## config.mk

```make
export PLATFORM = sky130hd
export DESIGN_NAME = dbscc_div
export DESIGN_NICKNAME = d
export VERILOG_FILES = /design/src/rtl/dbscc_pkg.sv /design/src/rtl/dbscc_div.sv
export SDC_FILE = /design/constraint.sdc
export NUM_CORES = 1
export LEC_CHECK = 0
export BUFFER_PORTS_ARGS = -buffer_cell sky130_fd_sc_hd__buf_4
export CORE_ASPECT_RATIO = 1.5
export CORE_MARGIN = 1.5
export CORE_UTILIZATION = 53
export DETAILED_ROUTE_END_ITERATION = 8
export PLACE_DENSITY = 0.85
export SETUP_SLACK_MARGIN = 0.2
export SLEW_MARGIN = 15
export SYNTH_ARGS = -nofsm -noshare
export SYNTH_HDL_FRONTEND = slang
export SYNTH_SLANG_ARGS = --single-unit
```

## constraint.sdc

```tcl
create_clock -name i_clk -period 3.35 [get_ports i_clk]
set_clock_uncertainty 0.2 [all_clocks]
set_input_delay 0.5025 -clock i_clk [delete_from_list [all_inputs] [get_ports i_clk]]
set_output_delay 0.5025 -clock i_clk [all_outputs]
set_load 0.01 [all_outputs]
```

## src/rtl/dbscc_pkg.sv

```systemverilog
// Shared types and constants of the cluster-center block.
`default_nettype none
package dbscc_pkg;
    localparam int COORD_W = 16;
    localparam int LBL_W   = 7;
    localparam int EPS_W   = 33;
    localparam int MINN_W  = 7;

    localparam logic [LBL_W-1:0]  LBL_UNCL   = 7'd127;
    localparam logic [LBL_W-1:0]  LBL_NOISE  = 7'd126;
    localparam logic [EPS_W-1:0]  EPS_RESET  = 33'd25;
    localparam logic [MINN_W-1:0] MINN_RESET = 7'd4;

    // Register index, taken from address bit 3
    localparam logic REG_EPS  = 1'b0;
    localparam logic REG_MINN = 1'b1;

    typedef enum logic [3:0] {
        S_IDLE,
        S_PRD,
        S_PCHK,
        S_CNT,
        S_FILL,
        S_QNEXT,
        S_QRD,
        S_QCHK,
        S_EXP,
        S_MEAN,
        S_DIV,
        S_FIN
    } t_state;
endpackage
`default_nettype wire

```

## src/rtl/dbscc_div.sv

```systemverilog
// Two-lane restoring divider with a shared divisor, one quotient bit per cycle.
`default_nettype none
module dbscc_div #(
    parameter int NW = 23,
    parameter int DW = 8
) (
    input  wire logic          i_clk,
    input  wire logic          i_rst_n,
    input  wire logic          i_start,
    input  wire logic [NW-1:0] i_num_x,
    input  wire logic [NW-1:0] i_num_y,
    input  wire logic [DW-1:0] i_den,
    output logic               o_done,
    output logic [NW-1:0]      o_quo_x,
    output logic [NW-1:0]      o_quo_y
);
    import dbscc_pkg::*;

    localparam int SCW = $clog2(NW + 1);

    logic           r_run;
    logic           r_done;
    logic [SCW-1:0] r_step;
    logic [DW-1:0]  r_den;
    logic [NW-1:0]  r_qx;
    logic [NW-1:0]  r_qy;
    logic [DW-1:0]  r_rx;
    logic [DW-1:0]  r_ry;
    logic [DW:0]    trial_x;
    logic [DW:0]    trial_y;
    logic           ge_x;
    logic           ge_y;

    // Shift in the next dividend bit and try the subtract
    assign trial_x = {r_rx, r_qx[NW-1]};
    assign trial_y = {r_ry, r_qy[NW-1]};
    assign ge_x    = trial_x >= {1'b0, r_den};
    assign ge_y    = trial_y >= {1'b0, r_den};

    always_ff @(posedge i_clk) begin
        if (!i_rst_n) begin
            r_run  <= 1'b0;
            r_done <= 1'b0;
            r_step <= '0;
        end else begin
            r_done <= r_run && (r_step == SCW'(1));
            if (i_start) begin
                r_run  <= 1'b1;
                r_step <= SCW'(NW);
            end else if (r_run) begin
                r_step <= r_step - SCW'(1);
                if (r_step == SCW'(1)) begin
                    r_run <= 1'b0;
                end
            end
        end
    end

    always_ff @(posedge i_clk) begin
        if (i_start) begin
            r_den <= i_den;
            r_qx  <= i_num_x;
            r_qy  <= i_num_y;
            r_rx  <= '0;
            r_ry  <= '0;
        end else if (r_run) begin
            r_rx <= ge_x ? DW'(trial_x - {1'b0, r_den}) : trial_x[DW-1:0];
            r_ry <= ge_y ? DW'(trial_y - {1'b0, r_den}) : trial_y[DW-1:0];
            r_qx <= {r_qx[NW-2:0], ge_x};
            r_qy <= {r_qy[NW-2:0], ge_y};
        end
    end

    assign o_done  = r_done;
    assign o_quo_x = r_qx;
    assign o_quo_y = r_qy;
endmodule
`default_nettype wire
```

==> metrics.md <==
| Metric | Value |
|---|---|
| Final WL | `10.5 mm` |
| Post-layout util | `0.695` |
| RSZ-0062 raised after global routing | `false` |
| Core Box Area | `0.00756 sq mm` |
| Rows | `39` |
| Status | `completed` |
| Initial Util | `0.543` |
| Post-DP HPWL | `7.23 mm` |
| Routability cong. | `0.902` |
| Synth-to-layout area growth | `28.0%` |
| CTS tree | `done` |
| Via/cell ratio | `5.91` |
| # diodes | `0` |
| Setup violations, final | `0` |
| Die Y | `111 microns` |
| Port Buffers | `103` |
| Largest net degree at the start of global routing | `41` |
| Final Total Pwr | `2.74 mW` |
| Ys Warns | `0` |
| Min-delay src | `i_den[2]` |
| First-pass GRT wire length | `16.7 mm` |
| Num CTS Buffers | `9` |
| Total global routing overflow | `0` |
| IR drop worst, VDD | `0.400 mV` |
| Syn Nets | `427` |
| CTS root buf | `clkbuf_16` |
| Post-synth ARST share | `0` |
| Synthesized flop and latch total | `77` |
| Clk sink count | `77` |
| Prevailing post-synth register cell | `edfxtp_1` |
| Placed cell areas | `0.00499 sq mm` |
| Final ANT Viol Nets | `0` |
| Final #Nets | `531` |
| Die Wd | `74.9 microns` |
| Rel. slew slack | `0.648` |
| Worst Max-Slew Pin Slew | `0.527 ns` |
| Instance count of the mapped netlist | `350` |
| Clock tree buffer depth | `2` |
| Post-Syn Area | `0.00411 sq mm` |
| GRT Total Usage | `0.270` |
| DRC viols | `0` |
| CP Launch Type | `flip-flop` |
| WS Path Type | `flip-flop to flip-flop` |
| Cell area after layout | `0.00526 sq mm` |
| Leakage | `2.20 nW` |
| Hold EP | `r_den[2]` |
| Worst Setup End Kind | `flip-flop` |
| Max Cap Viol | `0` |
| HP Class | `primary input to flip-flop` |
| Via count | `3,313` |
| Setup slack, reg-to-reg | `0.67 ns` |
| WP data arrival | `2.57 ns` |
| Sum Neg Setup Slack | `0 ns` |
| Hold path depth | `1` |
| Min Hold Slack | `0.139 ns` |
| Clock transition at the registers of the reported paths | `0.06 ns` |
| Final worst-path cycle share | `0.801` |
| Mean Syn Cell Area | `11.7 sq um` |
| Antenna violations before repair | `0` |
| Max-slew violation count | `0` |
| # Post-CTS Setup Buffers | `0` |
| Routed WL per cell | `18.8 microns` |
| Fmax | `373 MHz` |
| PostCTS Resize Cnt | `0` |
| Cts hold-fix bufs | `0` |
| R2R depth | `8` |
| Fillers | `519` |
| Minimum clock period | `2.68 ns` |
| PD cells | `521 mW/mm^2` |
| Endpoints failing hold | `0` |
| Die Area | `0.00830 sq mm` |
| Cell variety after synth | `55` |
| Crit path required time | `3.24 ns` |
| Crit Path Max Fanout | `6` |
| # IOs | `104` |
| Crit Reg-Reg Startpoint | `r_den[2]` |
| Post-synth EDFFs | `54` |
| Pre-Repair DR Iteration Count | `4` |
| Vias in the first global route | `3,373` |
| Skew-Pair Late Insertion Delay | `0.34 ns` |
| Reg2reg end | `o_quo_x[0]` |
| DRT iter0 DRCs | `272` |
| Seq/Total Area, Yosys | `0.507` |
| Share of cells above drive strength 1 | `0.386` |
| H-Tree Depth | `3` |
cells in the final DEF, fill, tap and decap left out, types with 7 or more instances in the layout:
cell	count
and3_1	9
nand2b_1	8
xnor2_1	7
clkbuf_16	9
buf_4	107
mux2_2	46
edfxtp_1	54
inv_1	20
nand3_1	14
nor2_1	23
o21ai_0	14
a311oi_1	9
dfxtp_1	23
ha_1	18
nand2_1	12
a21oi_1	11
state kept, by name (all words and copies together) (netlist names):
signal   flops
o_quo_y     23
o_done       1
r_rx         8
o_quo_x     23
r_ry         8
r_run        1
r_den        8
r_step       5
worst max-delay path by stage:
stage,startpoint,to,slack [ns],depth (start not counted)
2_1_floorplan,i_start,o_quo_x[0],0.71,4
3_3_place_gp,r_den[0],r_rx[6],0.88,7
3_5_place_dp,r_den[1],o_quo_x[0],0.81,8
4_1_cts,r_den[1],o_quo_x[0],0.72,8
5_1_grt,r_den[1],o_quo_x[0],0.54,8
6_report,r_den[2],o_quo_x[0],0.67,8
stage by stage:
step | setup slack (ns) | std cells
floorplan | 0.714 | 350
detailed placement | 0.815 | 545
finish | 0.667 | 561
global placement | 0.882 | 545
CTS | 0.717 | 561
global route | 0.537 | 561
routing by layer:
| layer | wire [microns] | share of wire | track usage |
|---|---|---|---|
| met5 | 0 | 0 | 0 |
| met4 | 643 | 0.061 | 0.181 |
| met3 | 699 | 0.066 | 0.0700 |
| met2 | 5280 | 0.50 | 0.432 |
| met1 | 3900 | 0.37 | 0.304 |
area by class of cell:
cell class                      count  area, sq um  share of cell area
Clock buffer                       11          233              0.0443
Tap cell                          102          128              0.0243
Timing Repair Buffer              108          823               0.157
Multi-Input combinational cell    238         1890               0.359
Inverter                           20         75.1              0.0143
Sequential cell                    77         2080               0.396
Clock inverter                      5         27.5             0.00524
synthesized netlist by cell type (all sizes together) (3+ instances only):
library cell / number / area, sq um
a2111o: 3 / 33.8
a211oi: 3 / 35.0
a21boi: 4 / 30.0
a21o: 5 / 38.8
a21oi: 11 / 55.1
a311oi: 10 / 93.8
a31oi: 3 / 18.8
and3: 10 / 67.6
buf: 3 / 20.0
clkbuf: 12 / 45.0
dfxtp: 23 / 460
edfxtp: 54 / 1620
ha: 18 / 225
inv: 20 / 75.1
mux2: 46 / 518
nand2: 13 / 48.8
nand2b: 8 / 50.1
nand3: 14 / 70.1
nor2: 23 / 86.3
nor2b: 3 / 18.8
nor3: 3 / 20.0
o211ai: 4 / 30.0
o21ai: 19 / 98.9
o311ai: 3 / 26.3
or3: 3 / 23.8
xnor2: 7 / 61.3
xor2: 3 / 26.3
where the power goes:
| part | leakage (nW) | internal, mW | switching, mW |
|---|---|---|---|
| logic | 1.33 | 0.315 | 0.342 |
| clock network | 0.131 | 0.497 | 0.378 |
| registers | 0.731 | 1.14 | 0.0694 |
worst max-delay path, cell delays in order, from the launching register on:
cell and delay [ns]:
edfxtp_1 0.38, inv_1 0.10, ha_1 0.29, and3_1 0.22
and3_4 0.18, o31ai_2 0.39, buf_4 0.24, nand2_1 0.12
mux2_2 0.31
cell families (layout without fill, tap and decap cells):
kind of cell,Yosys count,count (layout),synth area share
flops,77,77,0.507
mux,46,46,0.126
simple gates,85,85,0.109
xor+xnor,10,10,0.0213
compound gates,77,77,0.138
fa+ha+maj,20,20,0.0646
buf+inv,35,144,0.0341
No activity file was read; power rests on OpenSTA's default activity.
