<file path="config.mk">
export PLATFORM = sky130hd
export DESIGN_NAME = dbscc_dist
export DESIGN_NICKNAME = d
export VERILOG_FILES = /design/src/rtl/dbscc_pkg.sv /design/src/rtl/dbscc_dist.sv
export SDC_FILE = /design/constraint.sdc
export NUM_CORES = 1
export LEC_CHECK = 0
export BUFFER_PORTS_ARGS = -buffer_cell sky130_fd_sc_hd__clkbuf_2
export CORE_MARGIN = 2
export CORE_UTILIZATION = 32
export CTS_CLUSTER_DIAMETER = 150
export CTS_CLUSTER_SIZE = 40
export DETAILED_ROUTE_END_ITERATION = 8
export RECOVER_POWER = 25
export SLEW_MARGIN = 20
export SYNTH_ARGS = -nofsm -noshare
export SYNTH_HDL_FRONTEND = slang
export SYNTH_SLANG_ARGS = --single-unit
</file>
<file path="constraint.sdc">
create_clock -name i_clk -period 12.2 [get_ports i_clk]
set_input_delay 2.44 -clock i_clk [delete_from_list [all_inputs] [get_ports i_clk]]
set_output_delay 2.44 -clock i_clk [all_outputs]
set_load 0.05 [all_outputs]
</file>
<file path="src/rtl/dbscc_pkg.sv">
// Shared types and constants of the cluster-center block.
`default_nettype none
package dbscc_pkg;
    localparam int COORD_W = 16;
    localparam int LBL_W   = 7;
    localparam int EPS_W   = 33;
    localparam int MINN_W  = 7;

    localparam logic [LBL_W-1:0]  LBL_UNCL   = 7'd127;
    localparam logic [LBL_W-1:0]  LBL_NOISE  = 7'd126;
    localparam logic [EPS_W-1:0]  EPS_RESET  = 33'd25;
    localparam logic [MINN_W-1:0] MINN_RESET = 7'd4;

    // Register index, taken from address bit 3
    localparam logic REG_EPS  = 1'b0;
    localparam logic REG_MINN = 1'b1;

    typedef enum logic [3:0] {
        S_IDLE,
        S_PRD,
        S_PCHK,
        S_CNT,
        S_FILL,
        S_QNEXT,
        S_QRD,
        S_QCHK,
        S_EXP,
        S_MEAN,
        S_DIV,
        S_FIN
    } t_state;
endpackage
`default_nettype wire

</file>
<file path="src/rtl/dbscc_dist.sv">
// Two-stage neighbor test: registered squares, then sum and radius compare.
`default_nettype none
module dbscc_dist #(
    parameter int AW = 6
) (
    input  wire logic                          i_clk,
    input  wire logic                          i_rst_n,
    input  wire logic                          i_valid,
    input  wire logic [AW-1:0]                 i_idx,
    input  wire logic [dbscc_pkg::LBL_W-1:0]   i_label,
    input  wire logic [dbscc_pkg::COORD_W-1:0] i_cx,
    input  wire logic [dbscc_pkg::COORD_W-1:0] i_cy,
    input  wire logic [dbscc_pkg::COORD_W-1:0] i_qx,
    input  wire logic [dbscc_pkg::COORD_W-1:0] i_qy,
    input  wire logic [dbscc_pkg::EPS_W-1:0]   i_eps,
    output logic                               o_valid,
    output logic [AW-1:0]                      o_idx,
    output logic [dbscc_pkg::LBL_W-1:0]        o_label,
    output logic                               o_near
);
    import dbscc_pkg::*;

    logic signed [COORD_W:0]     dx;
    logic signed [COORD_W:0]     dy;
    logic signed [2*COORD_W+1:0] sqx;
    logic signed [2*COORD_W+1:0] sqy;
    logic [2*COORD_W-1:0]        r_sqx;
    logic [2*COORD_W-1:0]        r_sqy;
    logic                        r_valid;
    logic [AW-1:0]               r_idx;
    logic [LBL_W-1:0]            r_label;

    // Square the coordinate differences
    assign dx  = signed'({1'b0, i_qx}) - signed'({1'b0, i_cx});
    assign dy  = signed'({1'b0, i_qy}) - signed'({1'b0, i_cy});
    assign sqx = dx * dx;
    assign sqy = dy * dy;

    always_ff @(posedge i_clk) begin
        if (!i_rst_n) begin
            r_valid <= 1'b0;
        end else begin
            r_valid <= i_valid;
        end
    end

    always_ff @(posedge i_clk) begin
        r_sqx   <= sqx[2*COORD_W-1:0];
        r_sqy   <= sqy[2*COORD_W-1:0];
        r_idx   <= i_idx;
        r_label <= i_label;
    end

    // Add the squares and compare with the radius
    assign o_near  = ({1'b0, r_sqx} + {1'b0, r_sqy}) <= i_eps;
    assign o_valid = r_valid;
    assign o_idx   = r_idx;
    assign o_label = r_label;
endmodule
`default_nettype wire

</file>
==> metrics.md, run 1 <==
| Metric | Value |
|---|---|
| Area used by sequential logic in the layout | about 1500 um2 |
| First-pass GRT wire length | around 90 mm |
| Footprint of the multi-input gates | between 15000 and 20000 um2 |
| Hold Path Class | in -> reg |
| Initial cell density of the core | 0.322 |
| Area grow syn2layout | 8.59% |
| Die Span Y | around 280 um |
| Tightest Pin Transition | 932 ps |
| Async set-reset flop share out of synthesis | 0 |
| Vias in the first global route | ~18000 |
| Slew HR | 0.378 |
| Unrepaired setup endpoints after global routing | false |
| Worst hold path endpoint | o_idx[0]$_DFF_P_ |
| Number of DRC markers after the initial detailed-route iteration | roughly 730 |
| Critical path endpoint category | register |
| CTS tree | yes |
| Overall routed net length | 52.5 mm |
| Buffers on Ports | 127 |
| Buffers inserted during post-CTS setup optimization | 0 |
| Final hold viol count | 0 |
| Post-synth design cell area | 24000 um2 |
| Post-layout minimum cycle time | a little over 10000 ps |
| Outcome | finished, final reports clean |
| Number of buffers between clock root and the deepest sink | 2 |
| Count of synthesis-stage warnings from yosys | 0 |
| Die extent in x | 278 um |
| Number of instances in the synthesized netlist | roughly 2600 |
| Launching element type of the critical path | input pin |
| Wire length on met3 | between 2 and 2.5 mm |
| Mean instance size in the synthesized netlist | 9.11 um2 |
| Clock-pin slew on the worst setup and hold paths | 60 ps |
| Most frequent standard cell in the layout excluding fill and tap cells | sky130_fd_sc_hd__inv_1 |
| Total number of vias | 17000 |
| Remaining antenna violation count after routing | 0 |
| # H-tree levels | 3 |
| Crit-path leading delay family | adder cells |
| GRT Util Overall | 0.144 |
| Fill count | 7789 |
| Dominant cells by area after synthesis | sky130_fd_sc_hd__fa_1 43%, sky130_fd_sc_hd__ha_1 14%, sky130_fd_sc_hd__inv_1 11% |
| TritonCTS Buffers | 9 |
| Number of nets at the end of the flow | 3623 |
| Type of the setup path with the least slack | in -> reg |
| Yosys top cell by area | sky130_fd_sc_hd__fa_1 |
| Placer Congestion | 0.847 |
| Worst-path cell with the longest stage delay | sky130_fd_sc_hd__xor2_1 |
| Sequential cell area fraction in the yosys report | 0.0635 |
| Number of enable-type register cells in the synthesized netlist | 0 |
| Min-Delay Startpoint | i_idx[0] |
| Detailed placer's ending HPWL | between 40 and 50 mm |
| Clock Root Buffer | sky130_fd_sc_hd__clkbuf_16 |
| CP arrival | 10510 ps |
| Total global routing overflow | 0 |
| # Max-Cap Violations | 0 |
| Layout cells sized above 1 | 0.0831 |
| Placeable core region | ~74000 um2 |
| CP required | between 10000 and 15000 ps |
| Hold buffer count at CTS | 0 |
| Final period utilization | 0.839 |
| DRC | 0 |
| Most frequent cell on the critical path | sky130_fd_sc_hd__inv_1 |
| Final slew viol count | 0 |
| Cells resized by post-CTS repair | 0 |
| Cell variety after synth | 87 |
| Ratio of routed vias to standard cells | approximately 4.6 |
| Antenna fix cells | 0 |
| Num ports | around 130 |
| Cell depth of the worst min-delay path | 1 |
| Net Count, Synth | 3514 |
| Largest net degree at the start of global routing | 20 |
| Prevailing post-synth register cell | sky130_fd_sc_hd__dfxtp_1 |
| Top library cells by usage in the layout, fill and taps aside | 704 x sky130_fd_sc_hd__inv_1, 513 x sky130_fd_sc_hd__fa_1, 259 x sky130_fd_sc_hd__ha_1 |
| Top routing layer used | met4 |
| Maximum fanout count along the critical path | 14 |
| Biggest cell delay along the critical path | around 530 ps |
| Drt pass-1 iters | 5 |
| Die area | roughly 77000 um2 |
| Area share of the largest cell type after synthesis | 0.429 |
| Number of placement rows | 100 |
| Critical path buffers and inverters | 8 |
| Clock sink count | 76 |
| Sum of negative setup slack | 0 ps |
| Setup slack after placement | 1620 ps |
| Average wire length per cell after detail routing | between 10 and 15 um |
| Final count of negative-setup-slack endpoints | 0 |
| Met2 WL post-DR | 26.3 mm |
| Routed length on met1 | about 23 mm |
| Initial antenna violation count | 1 |
| FF+latch count, synth | 76 |
| Achievable frequency | about 98 MHz |
| Min setup slack post-route | between 1500 and 2000 ps |
-- cells by family (layout without fill, tap and decap cells) --
family / Yosys count / after routing / share of synthesized area
compound gates: 326 / 326 / 0.0943
buf+inv: 769 / 883 / 0.122
flops: 76 / 76 / 0.0635
simple gates: 544 / 544 / 0.103
xor+xnor: 136 / 136 / 0.0508
mux: 6 / 6 / 0.00282
fa+ha+maj: 772 / 772 / 0.564
-- synth_stat cells, drive strengths merged (33+ instances only) --
cell   number
o21ai      54
inv       714
ha        259
nand2     217
a21o       60
nor2      198
xnor2     105
dfxtp      76
fa        513
a21oi      91
o21a       33
-- registers in the layout, summed over array words and instances (netlist names) --
name / count
o_idx: 6
r_sqx: 31
o_valid: 1
r_sqy: 31
o_label: 7
-- metal layers --
layer | vias up | GRT usage
li1 | 8153 | -
met1 | 8500 | 0.191
met2 | 319 | 0.255
met3 | 58 | 0.0158
met4 | 0 | 0.0240
met5 | - | 0
-- cell type report --
cell class,instances,area share
timing repair buffer,147,0.0298
multi-input combinational,1784,0.751
inverter,720,0.104
clock inverter,7,0.00192
sequential,76,0.0585
clock buffer,9,0.00865
tap,969,0.0466
-- stage by stage --
stage / cell area, um2 / hold slack, ps / cells / utilization
after floorplan: 24000 / 2470 / 2629 / -
after global placement: 25800 / 2540 / 3696 / 0.347
after detailed placement: 25800 / 2540 / 3696 / 0.347
after CTS: 26000 / 2170 / 3712 / 0.350
after global routing: 26000 / 2170 / 3712 / 0.350
final: 26000 / 2190 / 3712 / 0.350
-- how the worst max path moves through the flow --
stage / end / from / depth (start not counted) / slack [ps]
6_report: r_sqx[28]$_DFF_P_ / i_cx[1] / 33 / 1960
5_1_grt: r_sqx[30]$_DFF_P_ / i_cx[1] / 33 / 1420
4_1_cts: r_sqx[28]$_DFF_P_ / i_cx[1] / 33 / 1970
3_5_place_dp: r_sqx[28]$_DFF_P_ / i_cx[1] / 33 / 1620
3_3_place_gp: r_sqx[30]$_DFF_P_ / i_cx[1] / 33 / 1800
2_1_floorplan: r_sqy[30]$_DFF_P_ / i_cy[1] / 33 / 2730
Power of run 1 is left out: the tool's default activity adds up to more than one toggle a clock period on the data nets, which glitch-free logic cannot reach.
==> run 2: changes to the inputs <==
Settings changed: ABC_AREA set to 1.
Clock period 12.2 ns to 10.5 ns, I/O delays scaled along.
==> run 2 against run 1 <==
Critical path type unchanged. Wire length is 18% higher. Cell count is 16% higher. Hold slack worse by 330 ps. Synthesized cell count is 20% higher. Critical path depth is 6 lower.
==> metrics.md, run 2 <==
| Metric | Value |
|---|---|
| Outcome | finished, final reports clean (unchanged) |
| DRC | 0 (unchanged) |
| Final count of negative-setup-slack endpoints | 0 (unchanged) |
| Maximum fanout count along the critical path | 15 (was 14) |
| Number of nets at the end of the flow | 4159 (was 3623) |
| Clock Root Buffer | sky130_fd_sc_hd__clkbuf_16 (unchanged) |
| Top library cells by usage in the layout, fill and taps aside | 882 x sky130_fd_sc_hd__inv_1, 537 x sky130_fd_sc_hd__nand2_1, 513 x sky130_fd_sc_hd__fa_1 (was 704 x sky130_fd_sc_hd__inv_1, 513 x sky130_fd_sc_hd__fa_1, 259 x sky130_fd_sc_hd__ha_1) |
| Area share of the largest cell type after synthesis | 0.408 (was 0.429) |
| First-pass GRT wire length | 103 mm (was 90.1 mm) |
| Drt pass-1 iters | 5 (unchanged) |
| Overall routed net length | 61.8 mm (was 52.5 mm) |
| Detailed placer's ending HPWL | 55.5 mm (was 46.0 mm) |
| Number of instances in the synthesized netlist | 3145 (was 2629) |
| Sequential cell area fraction in the yosys report | 0.0604 (was 0.0635) |
| Buffers inserted during post-CTS setup optimization | 0 (unchanged) |
| Remaining antenna violation count after routing | 0 (unchanged) |
| Post-Layout Cell Count | 4319 (was 3712) |
| Hold buffer count at CTS | 0 (unchanged) |
| Num ports | 128 (unchanged) |
| Dominant cells by area after synthesis | sky130_fd_sc_hd__fa_1 41%, sky130_fd_sc_hd__inv_1 13%, sky130_fd_sc_hd__ha_1 13% (was sky130_fd_sc_hd__fa_1 43%, sky130_fd_sc_hd__ha_1 14%, sky130_fd_sc_hd__inv_1 11%) |
| Area grow syn2layout | 9.01% (was 8.59%) |
| Dpl cells | 4303 (was 3696) |
| Clock-pin slew on the worst setup and hold paths | 60 ps (about the same) |
| Initial cell density of the core | 0.324 (was 0.322) |
| Leading cell type by number of instances after synthesis | sky130_fd_sc_hd__inv_1 (unchanged) |
| Largest net degree at the start of global routing | 19 (was 20) |
| Hold Path Class | in -> reg (unchanged) |
| Async set-reset flop share out of synthesis | 0 (unchanged) |
| # H-tree levels | 3 (unchanged) |
| Prevailing post-synth register cell | sky130_fd_sc_hd__dfxtp_1 (unchanged) |
| Initial antenna violation count | 1 (unchanged) |
| CP required | 10770 ps (was 12470 ps) |
| Number of buffers between clock root and the deepest sink | 2 (unchanged) |
| Sum of negative setup slack | 0 ps (unchanged) |
| Die Span Y | 285 um (was 278 um) |
| GRT Util Overall | 0.158 (was 0.144) |
| Number of placement rows | 102 (was 100) |
| Achievable frequency | around 110 MHz |
| Final period utilization | 0.890 |
| Total number of vias | 19700 (was 17000) |
| Mean instance size in the synthesized netlist | 8.01 um2 (was 9.11 um2) |
| Ratio of routed vias to standard cells | 4.57 (was 4.59) |
| Final hold viol count | 0 (unchanged) |
| Placer Congestion | 0.916 (was 0.847) |
| Placeable core region | 77700 um2 (was 74300 um2) |
| Min-Delay Startpoint | i_idx[4] (was i_idx[0]) |
| Most frequent standard cell in the layout excluding fill and tap cells | sky130_fd_sc_hd__inv_1 (unchanged) |
| CTS tree | yes (unchanged) |
| Final slew viol count | 0 (unchanged) |
| Cell variety after synth | 52 (was 87) |
| Yosys top cell by area | sky130_fd_sc_hd__fa_1 (unchanged) |
| Critical path endpoint category | register (unchanged) |
| # Max-Cap Violations | 0 (unchanged) |
| Clock sink count | 76 (unchanged) |
| Launching element type of the critical path | input pin (unchanged) |
| Number of enable-type register cells in the synthesized netlist | 0 (unchanged) |
| CP arrival | 9620 ps (was 10510 ps) |
| TritonCTS Buffers | 9 (unchanged) |
| Post-layout minimum cycle time | around 9300 ps |
| Vias in the first global route | 20300 (was 18200) |
| Cell depth of the worst min-delay path | 1 (unchanged) |
| Die area | 81000 um2 (was 77100 um2) |
| Total global routing overflow | 0 (unchanged) |
| FF+latch count, synth | 76 (unchanged) |
| Average wire length per cell after detail routing | 14.3 um (was 14.2 um) |
| Count of synthesis-stage warnings from yosys | 0 (unchanged) |
| Unrepaired setup endpoints after global routing | false (unchanged) |
| Origin of the worst setup path | i_qy[0] (was i_cx[1]) |
| Tightest Pin Transition | 904 ps (was 932 ps) |
| Buffers on Ports | 127 (unchanged) |
| Worst hold path endpoint | o_idx[4]$_DFF_P_ (was o_idx[0]$_DFF_P_) |
| Cells resized by post-CTS repair | 0 (unchanged) |
| Layout cells sized above 1 | 0.0640 (was 0.0831) |
| Slew HR | 0.397 (was 0.378) |
| Type of the setup path with the least slack | in -> reg (unchanged) |
| Net Count, Synth | 4030 (was 3514) |
| Post-synth design cell area | 25200 um2 (was 24000 um2) |
| Number of DRC markers after the initial detailed-route iteration | 1197 (was 734) |
| Die extent in x | 285 um (was 278 um) |
| Antenna fix cells | 0 (unchanged) |
| Ranking of synthesized cells by instance count | 882 x sky130_fd_sc_hd__inv_1, 537 x sky130_fd_sc_hd__nand2_1, 513 x sky130_fd_sc_hd__fa_1, 279 x sky130_fd_sc_hd__nor2_1, 259 x sky130_fd_sc_hd__ha_1 (was 704 x sky130_fd_sc_hd__inv_1, 513 x sky130_fd_sc_hd__fa_1, 259 x sky130_fd_sc_hd__ha_1, 212 x sky130_fd_sc_hd__nand2_1, 184 x sky130_fd_sc_hd__nor2_1) |
run 2: cell count changes after synthesis, moves of 22 or more:
| cell | before | now |
|---|---|---|
| sky130_fd_sc_hd__nand2b_1 | 22 | 0 |
| sky130_fd_sc_hd__inv_1 | 704 | 882 |
| sky130_fd_sc_hd__o21a_1 | 32 | 4 |
| sky130_fd_sc_hd__nand3_1 | 8 | 94 |
| sky130_fd_sc_hd__nand2_1 | 212 | 537 |
| sky130_fd_sc_hd__xnor2_1 | 104 | 29 |
| sky130_fd_sc_hd__a21o_1 | 60 | 15 |
| sky130_fd_sc_hd__xor2_1 | 30 | 67 |
| sky130_fd_sc_hd__nor2_1 | 184 | 279 |
| sky130_fd_sc_hd__a21oi_1 | 89 | 129 |
run 2: worst max-delay path by stage:
stage | endpoint | slack, ps | depth (start not counted)
CTS | r_sqy[29]$_DFF_P_ | 1250 | 27
global route | r_sqy[29]$_DFF_P_ | 790 | 25
global placement | r_sqy[29]$_DFF_P_ | 960 | 27
floorplan | r_sqy[31]$_DFF_P_ | 2050 | 29
detailed placement | r_sqy[29]$_DFF_P_ | 910 | 27
finish | r_sqy[29]$_DFF_P_ | 1150 | 27
run 2: cells by family (layout without fill, tap and decap cells):
| logic type | Yosys count | count (layout) | synth area share |
|---|---|---|---|
| AO/OA/AOI/OAI | 260 | 260 | 0.0588 |
| XOR/XNOR | 104 | 104 | 0.0408 |
| adder cells (fa/ha/maj) | 772 | 772 | 0.536 |
| buffers and inverters | 932 | 1066 | 0.140 |
| flip-flops | 76 | 76 | 0.0604 |
| AND/OR/NAND/NOR | 1001 | 1001 | 0.163 |
run 2: worst max-delay path: stages:
cell and delay (ps):
sky130_fd_sc_hd__clkbuf_2 70, sky130_fd_sc_hd__inv_1 40, sky130_fd_sc_hd__ha_1 190, sky130_fd_sc_hd__fa_1 400
sky130_fd_sc_hd__inv_1 100, sky130_fd_sc_hd__nand3_1 80, sky130_fd_sc_hd__nand3_2 100, sky130_fd_sc_hd__nand3_1 80
sky130_fd_sc_hd__nand2_1 130, sky130_fd_sc_hd__nand2_1 70, sky130_fd_sc_hd__nand3_1 410, sky130_fd_sc_hd__buf_4 330
sky130_fd_sc_hd__inv_1 260, sky130_fd_sc_hd__nand2_1 160, sky130_fd_sc_hd__fa_1 460, sky130_fd_sc_hd__fa_1 790
sky130_fd_sc_hd__inv_1 200, sky130_fd_sc_hd__fa_1 440, sky130_fd_sc_hd__fa_1 530, sky130_fd_sc_hd__fa_1 570
sky130_fd_sc_hd__fa_1 420, sky130_fd_sc_hd__ha_1 420, sky130_fd_sc_hd__nand2_1 190, sky130_fd_sc_hd__nor4_1 480
sky130_fd_sc_hd__o21ai_0 270, sky130_fd_sc_hd__nand3_1 180, sky130_fd_sc_hd__xor2_1 150
run 2: stage by stage:
step	area (um2)	hold slack (ps)	worst slack [ps]	utilization
6_report	27500	1860	1150	0.353
5_1_grt	27500	1850	789	0.353
4_1_cts	27500	1850	1250	0.353
3_5_place_dp	27100	2200	909	0.349
3_3_place_gp	27100	2200	957	0.349
2_1_floorplan	25200	2130	2050	-
run 2: area by class of cell:
class | count | area [um2]
clock buffer | 11 | 243
inverter | 900 | 3380
tap | 1040 | 1300
fill | 8246 | 50300
clock inverter | 5 | 85.1
sequential | 76 | 1520
timing repair buffer | 150 | 796
multi-input combinational | 2137 | 20100
run 2: metal layers:
| layer | vias to the layer above | wire length, um | global-route usage |
|---|---|---|---|
| li1 | 9554 | - | - |
| met1 | 9659 | 28900 | 0.227 |
| met2 | 469 | 28600 | 0.261 |
| met3 | 47 | 3370 | 0.0163 |
| met4 | 2 | 907 | 0.0246 |
| met5 | - | 13 | 0 |
Power of run 2 is left out for the same reason.
